<file path="src/disk_arm_stepper_phase_tracker_macros.svh">
// Assertion macros for the head-arm stepper tracker.
// Used by files that carry concurrent checks; expects clk_i and rst_ni in scope.
`ifndef DISK_ARM_STEPPER_PHASE_TRACKER_MACROS_SVH
`define DISK_ARM_STEPPER_PHASE_TRACKER_MACROS_SVH

// check on every clock edge outside reset
`define DASP_ASSERT(lbl, prop, msg) \
  lbl: assert property (@(posedge clk_i) disable iff (!rst_ni) prop) else $error(msg);

// check on every clock edge, reset included
`define DASP_ASSERT_ALWAYS(lbl, prop, msg) \
  lbl: assert property (@(posedge clk_i) prop) else $error(msg);

`endif

</file>
<file path="src/dasp_pkg.sv">
// Types, constants and the magnet-to-phase lookup of the head-arm stepper tracker.
// No dependencies.
package dasp_pkg;

  localparam int unsigned QtWidth     = 8;
  localparam int unsigned SettleWidth = 16;
  localparam logic [SettleWidth-1:0] SettleReset = 16'd1000;

  typedef enum logic [0:0] {
    REQ_TICK   = 1'b0,
    REQ_MAGNET = 1'b1
  } dasp_req_e;

  typedef struct packed {
    dasp_req_e   req_type;
    logic [1:0]  phase_index;
    logic        phase_on;
  } dasp_in_t;

  typedef struct packed {
    logic [QtWidth-1:0] quarter_track;
    logic [2:0]         cog_phase;
    logic [3:0]         magnet_mask;
    logic               move_pending;
  } dasp_out_t;

  typedef struct packed {
    logic [3:0]             magnets;
    logic [2:0]             rotor_phase;
    logic [3:0]             target_phase;   // bit 3: no pull
    logic [SettleWidth-1:0] settle_count;
    logic [QtWidth-1:0]     head_position;
  } dasp_state_t;

  localparam logic [3:0] NoPull = 4'b1000;

  // Cog phase pulled toward by a magnet pattern.
  function automatic logic [3:0] pull_phase(input logic [3:0] mask);
    logic [3:0] res;
    case (mask)
      4'd1:    res = 4'd0;
      4'd2:    res = 4'd2;
      4'd3:    res = 4'd1;
      4'd4:    res = 4'd4;
      4'd6:    res = 4'd3;
      4'd7:    res = 4'd2;
      4'd8:    res = 4'd6;
      4'd9:    res = 4'd7;
      4'd11:   res = 4'd0;
      4'd12:   res = 4'd5;
      4'd13:   res = 4'd6;
      4'd14:   res = 4'd4;
      default: res = NoPull;  // none, opposite pairs, all on
    endcase
    return res;
  endfunction

endpackage

</file>
<file path="src/dasp_step.sv">
// Next-state and result logic for one item of the head-arm stepper tracker.
// Depends on dasp_pkg.
module dasp_step import dasp_pkg::*; #(
  parameter int unsigned TRACK_QUARTERS = 160
) (
  input  dasp_state_t            state_i,
  input  dasp_in_t               item_i,
  input  logic [SettleWidth-1:0] settle_ticks_i,
  output dasp_state_t            state_o,
  output dasp_out_t              result_o
);

  localparam logic signed [QtWidth+1:0] LastPos = (QtWidth+2)'(TRACK_QUARTERS - 1);

  logic [3:0]                 mask_new;
  logic [SettleWidth-1:0]     cnt_dec;
  logic [2:0]                 diff;
  logic signed [3:0]          delta;
  logic signed [QtWidth+1:0]  pos;
  logic [QtWidth-1:0]         head_clamped;

  always_comb begin
    mask_new = state_i.magnets;
    mask_new[item_i.phase_index] = item_i.phase_on;
  end

  assign cnt_dec = state_i.settle_count - SettleWidth'(1);

  // shortest wrapped difference; opposite phase gives no head move
  assign diff = state_i.target_phase[2:0] - state_i.rotor_phase;
  always_comb begin
    if (!diff[2]) begin
      delta = {1'b0, diff};
    end else if (diff == 3'd4) begin
      delta = 4'sd0;
    end else begin
      delta = {1'b1, diff};
    end
  end

  assign pos = $signed({2'b00, state_i.head_position}) + {{(QtWidth-2){delta[3]}}, delta};

  always_comb begin
    if (pos < 0) begin
      head_clamped = '0;
    end else if (pos > LastPos) begin
      head_clamped = LastPos[QtWidth-1:0];
    end else begin
      head_clamped = pos[QtWidth-1:0];
    end
  end

  always_comb begin
    state_o = state_i;
    if (item_i.req_type == REQ_MAGNET) begin
      state_o.magnets      = mask_new;
      state_o.target_phase = pull_phase(mask_new);
      state_o.settle_count = settle_ticks_i;
    end else if (state_i.settle_count != '0) begin
      state_o.settle_count = cnt_dec;
      if (cnt_dec == '0 && !state_i.target_phase[3]) begin
        state_o.head_position = head_clamped;
        state_o.rotor_phase   = state_i.target_phase[2:0];
      end
    end
  end

  assign result_o.quarter_track = state_o.head_position;
  assign result_o.cog_phase     = state_o.rotor_phase;
  assign result_o.magnet_mask   = state_o.magnets;
  assign result_o.move_pending  = (state_o.settle_count != '0);

endmodule

</file>
<file path="src/disk_arm_stepper_phase_tracker.sv">
// Top level of the head-arm stepper tracker: input register, state, result register.
// Depends on dasp_pkg, dasp_step and disk_arm_stepper_phase_tracker_macros.svh.
//
//  channel | direction | handshake                 | payload
//  --------+-----------+---------------------------+---------------------------
//  in      | to block  | in_valid_i / in_stall_o   | in_data_i  (dasp_in_t)
//  out     | from block| out_valid_o / out_stall_i | out_data_o (dasp_out_t)
//  cfg     | to block  | cfg_we_i                  | cfg_wdata_i (settle_ticks)
//
// Every item gives one result, through the input register, the state update and then the
// result register. One item per cycle is sustained while the output does not stall, set by
// the single state update pass between the two registers. Reset is asynchronous, active low,
// and takes effect at once: magnets, cog phase, target and countdown clear, the head sits at
// mid disk, settle_ticks returns to 1000. A stall on the output holds the result register and
// the input register; the input stalls only when both are full.
`include "disk_arm_stepper_phase_tracker_macros.svh"

module disk_arm_stepper_phase_tracker import dasp_pkg::*; #(
  parameter int unsigned TRACK_QUARTERS = 160
) (
  input  logic                   clk_i,
  input  logic                   rst_ni,
  // item input
  input  logic                   in_valid_i,
  output logic                   in_stall_o,
  input  dasp_in_t               in_data_i,
  // result output
  output logic                   out_valid_o,
  input  logic                   out_stall_i,
  output dasp_out_t              out_data_o,
  // settle_ticks register
  input  logic                   cfg_we_i,
  input  logic [SettleWidth-1:0] cfg_wdata_i
);

  localparam logic [QtWidth-1:0] HeadReset = QtWidth'(TRACK_QUARTERS >> 1);

  // input register
  logic        in_valid_q, in_valid_d;
  dasp_in_t    in_data_q;

  // result register
  logic        out_valid_q, out_valid_d;
  dasp_out_t   out_data_q;

  // tracker state and the settle time register
  dasp_state_t            state_q, state_d;
  logic [SettleWidth-1:0] settle_ticks_q;

  dasp_out_t   result;
  logic        advance;   // result register may load
  logic        in_xfer;   // input transfer this cycle
  logic        commit;    // item in input register updates state now

  assign advance = !out_valid_q || !out_stall_i;
  assign in_stall_o = in_valid_q && !advance;
  assign in_xfer = in_valid_i && !in_stall_o;
  assign commit = in_valid_q && advance;

  always_comb begin
    if (in_xfer) begin
      in_valid_d = 1'b1;
    end else if (advance) begin
      in_valid_d = 1'b0;
    end else begin
      in_valid_d = in_valid_q;
    end
  end

  assign out_valid_d = advance ? in_valid_q : out_valid_q;

  dasp_step #(
    .TRACK_QUARTERS(TRACK_QUARTERS)
  ) u_step (
    .state_i        (state_q),
    .item_i         (in_data_q),
    .settle_ticks_i (settle_ticks_q),
    .state_o        (state_d),
    .result_o       (result)
  );

  always_ff @(posedge clk_i or negedge rst_ni) begin
    if (!rst_ni) begin
      in_valid_q             <= 1'b0;
      out_valid_q            <= 1'b0;
      settle_ticks_q         <= SettleReset;
      state_q.magnets        <= '0;
      state_q.rotor_phase    <= '0;
      state_q.target_phase   <= '0;
      state_q.settle_count   <= '0;
      state_q.head_position  <= HeadReset;
    end else begin
      in_valid_q  <= in_valid_d;
      out_valid_q <= out_valid_d;
      if (cfg_we_i) begin
        settle_ticks_q <= cfg_wdata_i;
      end
      if (commit) begin
        state_q <= state_d;
      end
    end
  end

  // payload registers
  always_ff @(posedge clk_i) begin
    if (in_xfer) begin
      in_data_q <= in_data_i;
    end
    if (commit) begin
      out_data_q <= result;
    end
  end

  assign out_valid_o = out_valid_q;
  assign out_data_o  = out_data_q;

  // state moves only when an item goes through
  `DASP_ASSERT(a_state_holds, !commit |=> $stable(state_q), "state changed without an item")
  // the result shown matches the state it came from
  `DASP_ASSERT(a_result_head, commit |=> out_valid_q && out_data_q.quarter_track == state_q.head_position && out_data_q.cog_phase == state_q.rotor_phase, "result and state disagree")
  // one step of the cog moves the head by at most three quarter tracks
  `DASP_ASSERT(a_head_step, commit |=> ({1'b0, state_q.head_position} <= {1'b0, $past(state_q.head_position)} + 9'd3) && ({1'b0, $past(state_q.head_position)} <= {1'b0, state_q.head_position} + 9'd3), "head jumped too far")
  // the head never leaves the disk
  `DASP_ASSERT_ALWAYS(a_head_range, !rst_ni || (32'(state_q.head_position) <= TRACK_QUARTERS - 1), "head off the disk")

endmodule

</file>
<file path="config.mk">
export PLATFORM = sky130hd
export DESIGN_NAME = disk_arm_stepper_phase_tracker
export DESIGN_NICKNAME = d
export VERILOG_FILES = /design/src/dasp_pkg.sv /design/src/dasp_step.sv /design/src/disk_arm_stepper_phase_tracker.sv
export VERILOG_INCLUDE_DIRS = /design/src /design/src/src
export SDC_FILE = /design/constraint.sdc
export NUM_CORES = 1
export LEC_CHECK = 0
export BUFFER_PORTS_ARGS = -buffer_cell sky130_fd_sc_hd__buf_2
export CORE_AREA = 4 4 98 100
export CTS_BUF_LIST = sky130_fd_sc_hd__clkbuf_8
export DETAILED_ROUTE_END_ITERATION = 8
export DIE_AREA = 0 0 102 104
export PLACE_DENSITY = 0.73
export RECOVER_POWER = 100
export SLEW_MARGIN = 5
export SYNTH_ARGS = -nofsm -noshare
export SYNTH_HDL_FRONTEND = slang
export SYNTH_HIERARCHICAL = 1
export SYNTH_SLANG_ARGS = --single-unit
export TNS_END_PERCENT = 20
</file>
<file path="constraint.sdc">
create_clock -name clk_i -period 8.74 [get_ports clk_i]
set_clock_uncertainty 0.15 [all_clocks]
set_input_delay 1.748 -clock clk_i [delete_from_list [all_inputs] [get_ports clk_i]]
set_output_delay 1.748 -clock clk_i [all_outputs]
set_load 0.1 [all_outputs]
</file>
Word level (Yosys, flattened, before mapping)
Memory sizes are Yosys's and may differ from the RTL's. A register that Yosys moved wholly into a read port is not among the register bits.
Index checks and enable logic that the tools add are counted.
{ "word_totals": {"in_bits": 25, "romBits": 64, "register_bits": 69, "mem_count": 1, "wordCells": 57, "out_inout_bits": 18} }
{ "mem_list": {"columns": ["name", "words", "width", "read_ports", "rd_clocked_by_memory_dff", "wr", "line", "rtl"], "rows": [
  ["(no name shown)", 16, 4, 1, 1, 0, "dasp_pkg.sv:40", "case (mask)"]
]} }
{ "classes": {"addsub": 3, "mux": 17, "n_reduce_logical": 17, "eq_ne": 1, "order_cmp": 4} }
{ "op_table": {"columns": ["operator", "n"], "rows": [
  ["$mux W8", 4],
  ["$reduce_bool A16 Y1", 2],
  ["$mux W24", 1],
  ["$logic_not A16 Y1", 1],
  ["$mux W16", 1],
  ["$sub A16 B1 Y16 const B", 1],
  ["$mux W4", 3],
  ["$add A9 B4 Y10", 1],
  ["$gt A10 B9 Y1 const B", 1],
  ["$lt A10 B1 Y1 const B", 1],
  ["$mux W3", 3],
  ["$logic_not A1 Y1", 6],
  ["$logic_and A1 B1 Y1", 5],
  ["$bwmux W4", 1],
  ["$eq A3 B3 Y1 const B", 1],
  ["$lt A2 B3 Y1 const B", 1],
  ["$mux W1", 3],
  ["$sub A3 B3 Y3", 1],
  ["$demux W1 S2", 1],
  ["$ge A2 B1 Y1 const B", 1],
  ["$reduce_and A2 Y1", 1],
  ["$reduce_bool A2 Y1", 1],
  ["$logic_or A1 B1 Y1", 1]
]} }

Longest topological paths before layout
{ "depth": {"depth_word": 12, "mapped_depth": 16, "mapped_depth_nobuf": 14} }

Modules after synthesis
The synthesis kept the hierarchy.
{ "modules_own_cells": {"columns": ["module", "instances", "cells_per_inst", "area_per_inst_um2", "seq_area_each_um2"], "rows": [
  ["disk_arm_stepper_phase_tracker", 1, 136, 2742.6, 1936.9],
  ["dasp_step", 1, 283, 1935.6, 0.0]
]} }

Worst setup path after synthesis
OpenSTA, ideal clock, no wires.
{ "synth_path": {"path_type": "input to output", "startpoint": "input out_stall_i", "endpoint": "output in_stall_o", "t_arrival_ps": 2477, "t_required_ps": 6842, "path_stages": 2, "path_slack_ps": 4365, "path_buffers": 0, "path_cell_list": "nand3_1 inv_1"} }
{ "synth_between": {"elab_chain_cells": 4} }
{ "synth_rtl": {"columns": ["element", "line", "rtl"], "rows": [
  ["start, declared", "disk_arm_stepper_phase_tracker.sv:29", "input logic out_stall_i,"],
  ["$logic_not A1 Y1", "disk_arm_stepper_phase_tracker.sv:55", "assign advance = !out_valid_q || !out_stall_i;"],
  ["$logic_or A1 B1 Y1", "disk_arm_stepper_phase_tracker.sv:55", null],
  ["$logic_not A1 Y1", "disk_arm_stepper_phase_tracker.sv:56", "assign in_stall_o = in_valid_q && !advance;"],
  ["$logic_and A1 B1 Y1", "disk_arm_stepper_phase_tracker.sv:56", null],
  ["end, declared", "disk_arm_stepper_phase_tracker.sv:25", "output logic in_stall_o,"]
]} }
Every way passes these cells.

Worst setup path in the final report
Same ends and word-level chain as after synthesis.

==> summary.md <==
| Metric | Value |
|---|---|
| Status | `finished, violations left` |
| Failing checks | `capacitance limit, slew limit` |
| Die Ht | `between 100 and 150 µm` |
| Arrival time of the worst setup path | `slightly above 3000 ps` |
| H-tree Lvls | `3` |
| Hold crit path type | `flip-flop to flip-flop` |
| CP cell instances | `clkbuf_1 -> nand3_1 -> inv_1 -> clkbuf_1` |
| Net Sw Frac | `0.399` |
| Ys async rst share | `0.726` |
| CP max stage cell | `clkbuf_1` |
| Initial core utilization | `0.539` |
| Synth top area cells | `dfrtp_1, edfxtp_1, mux2_4` |
| Core area | `between 8000 and 9000 µm²` |
| Seq/Total Area, Yosys | `0.414` |
| Final setup margin | `~3800 ps` |
| RSZ-0062 raised after global routing | `no` |
| Leak pwr | `~2.0 nW` |
| Adder-cell area share of the yosys netlist | `0.0407` |
| Rel. slew slack | `-0.958` |
| CP Launch Type | `input port` |
| CTS tree | `built` |
| Post-synth EDFFs | `20` |
| Net count after synthesis | `458` |
| PortBufs | `42` |
| IO Pins | `between 40 and 50` |
| Yosys reg bits | `73` |
| Final net count | `roughly 480` |
| Initial antenna violation count | `0` |
| Post-Synth XOR/XNOR Area | `0.0300` |
| Comb power frac | `0.370` |
| Psw | `between 0.0005 and 0.0006 W` |
| Netlist cell types | `70` |
| Critical path class | `input port to output port` |
| Simple-Gate Fraction of Synth Area | `0.139` |
| Mean Syn Cell Area | `around 11 µm²` |
| Launch point of the worst path | `out_stall_i` |
| Worst vdd ir | `roughly 0.00011 V` |
| Post-synthesis compound-gate area fraction | `0.132` |
| DR vias/cell | `roughly 5.9` |
| FMAX | `0.203 GHz` |
| Critical path's largest stage delay | `860 ps` |
| Gpl congestion | `approximately 0.89` |
| Clock sinks | `between 70 and 80` |
| Die W | `around 100 µm` |
| Setup violators final | `0` |
| Met3 usage | `0.0429` |
| # diodes | `0` |
| Gate Count Post-Synth | `about 420` |
| Vias in the first global route | `between 3000 and 4000` |
| Hold Crit Start | `settle_ticks_q[1]$_DFFE_PN0P_` |
| R2R Path Start | `state_q[24]$_DFFE_PN0P_` |
| Max_cap viols | `2` |
| PwrDens | `around 260 nW/µm²` |
| Overflow after GRT | `0` |
| Crit. End Element | `output port` |
| FP Rows | `34` |
| Largest net degree at the start of global routing | `54` |
| Clock Latency Late Sink | `~350 ps` |
| Setup TNS | `0 ps` |
| CTS resizes | `0` |
| TritonRoute pass-1 iters | `4` |
| CTS clk-pin slew, worst paths | `~80 ps` |
| Slew Limit Fails | `between 100 and 150` |
| Overall global routing resource usage | `0.187` |
| Routed len/inst | `~17 µm` |
| Largest family of logic cells by synthesized area | `multiplexers` |
| CTS buffer count | `9` |
| DRC viols | `0` |
| Layout cells sized above 1 | `0.188` |
| CP most frequent cell | `clkbuf_1` |
| Crit Path Max Fanout | `3` |
| Clk buf depth | `2` |
| Met1 Use GR | `0.264` |
| DP Wirelength | `6390 µm` |
| Root Buffer | `clkbuf_8` |
| Final Util | `0.560` |
| Layout area overhead | `3.80%` |
| Synth area leader | `dfrtp_1` |
| First-pass GRT wire length | `16200 µm` |
| Tcrit/Tclk final | `0.563` |
| Worst path required time | `6840 ps` |
| Final Hold Viols | `0` |
| Post-DRT Antenna Nets | `0` |
| Post-CTS Setup Bufs | `0` |
| Primary FF master, synth | `dfrtp_1` |
| Post-Route WL | `approximately 9200 µm` |
| Int Pwr | `0.000769 W` |
| Busiest grt layer | `met2` |
| DR iter-0 viols | `about 160` |
| Post-synth top area share | `0.241` |
| Post-synthesis cell area | `roughly 4700 µm²` |
| Sequential share of power | `0.391` |
| Die footprint | `around 11000 µm²` |
| Clock power share | `0.239` |
| Hold Buf Count CTS | `0` |
| Place WS | `4100 ps` |
| Vias | `3296` |
| GR Util met2 | `0.287` |
| Worst-margin pin slew | `approximately 2900 ps` |
| Fin crit period | `4920 ps` |
| Yosys warning total | `6` |
| Mux share of post-synthesis cell area | `0.175` |
-- cells by family (layout without fill, tap and decap cells) --
group / Yosys count / count (layout)
compound gates: 90 / 90
simple gates: 111 / 111
mux: 63 / 63
flops: 73 / 73
xor+xnor: 16 / 16
buf+inv: 52 / 80
fa+ha+maj: 14 / 14
-- per-layer routing --
metal	share of wire	wire length, µm	up-vias
met5	0	0	-
met4	0.015	140	0
met3	0.052	478	9
met2	0.47	4330	91
met1	0.46	4280	1601
li1	-	-	1595
-- sequential cells by signal, indices dropped and copies added, names as in the netlist --
name	count
out_valid_o	1
settle_ticks_q	16
in_data_q	4
in_valid_q	1
out_data_o	16
state_q	35
-- per-stage QoR --
| stage | instance area [µm²] | instances | total power [W] | hold WS, ps |
|---|---|---|---|---|
| 3_5_place_dp | 4800 | 539 | 0.00101 | 347 |
| 6_report | 4860 | 555 | 0.00128 | 362 |
| 2_1_floorplan | 4680 | 419 | 0.000935 | 298 |
| 5_1_grt | 4860 | 555 | 0.00137 | 386 |
| 4_1_cts | 5030 | 555 | 0.00132 | 366 |
| 3_3_place_gp | 4800 | 539 | 0.000998 | 328 |
-- power by group through the flow --
stage / clock network (W) / registers (W) / logic, W
finish: 0.000306 / 0.000501 / 0.000474
global route: 0.000331 / 0.000513 / 0.000526
CTS: 0.000312 / 0.000502 / 0.000509
detailed placement: 0 / 0.000508 / 0.000504
global placement: 0 / 0.000504 / 0.000494
floorplan: 0 / 0.000528 / 0.000407
-- cell type report --
cell class | instances | area, µm²
Multi-Input combinational cell | 294 | 2290
Clock buffer | 9 | 124
Clock inverter | 7 | 103
Inverter | 19 | 71.3
Sequential cell | 73 | 1940
Timing Repair Buffer | 45 | 200
Tap cell | 108 | 135
Fill cell | 815 | 3820
-- cell usage after synthesis, drive strengths merged, types with 6 or more instances --
master,n
mux2,56
buf,26
edfxtp,20
o21ai,32
mux2i,7
nor2,21
nor3,7
nand2b,6
ha,12
inv,19
xnor2,12
a21oi,17
nand2,25
dfstp,8
clkbuf,7
a221oi,6
nor4,10
nand3,9
dfrtp,45
-- final timing paths --
kind | slack, ps | cells after the start | endpoint
worst max-delay path | 3820 | 4 | in_stall_o
worst min-delay path | 360 | 1 | settle_ticks_q[1]$_DFFE_PN0P_
worst max register to register | 3990 | 14 | state_q[2]$_DFFE_PN0P_
worst min register to register | 360 | 1 | settle_ticks_q[1]$_DFFE_PN0P_
max in group asynchronous | 4500 | 2 | state_q[21]$_DFFE_PN0P_
min in group asynchronous | 2290 | 2 | state_q[1]$_DFFE_PN0P_
-- layout by cell type, fill, tap and decap left out, drive strengths merged, types with 2 or more instances in the layout --
cell type  synthesis  routed
mux2              56      56
dfrtp             45      45
o21ai             32      32
clkbuf             7      31
nand2             25      25
buf               26      23
nor2              21      21
inv               19      21
edfxtp            20      20
a21oi             17      17
xnor2             12      12
ha                12      12
nor4              10      10
nand3              9       9
dfstp              8       8
mux2i              7       7
nor3               7       7
nand2b             6       6
a221oi             6       6
nor2b              4       4
nor4b              4       4
o31ai              4       4
xor2               4       4
or4                4       4
nor3b              3       3
nand3b             3       3
nand4b             3       3
a211o              3       3
nand4              3       3
clkinv             0       3
a21o               3       3
a21boi             3       3
bufinv             0       2
a211oi             2       2
and4               2       2
o211ai             2       2
fa                 2       2
and2               2       2
a2111oi            2       2
-- worst max-delay path: cells and delay by family --
family,cells,cell delay (ps)
buffers and inverters,3,1120
and+or+nand+nor,1,150
(Power assumes the default switching activity.)
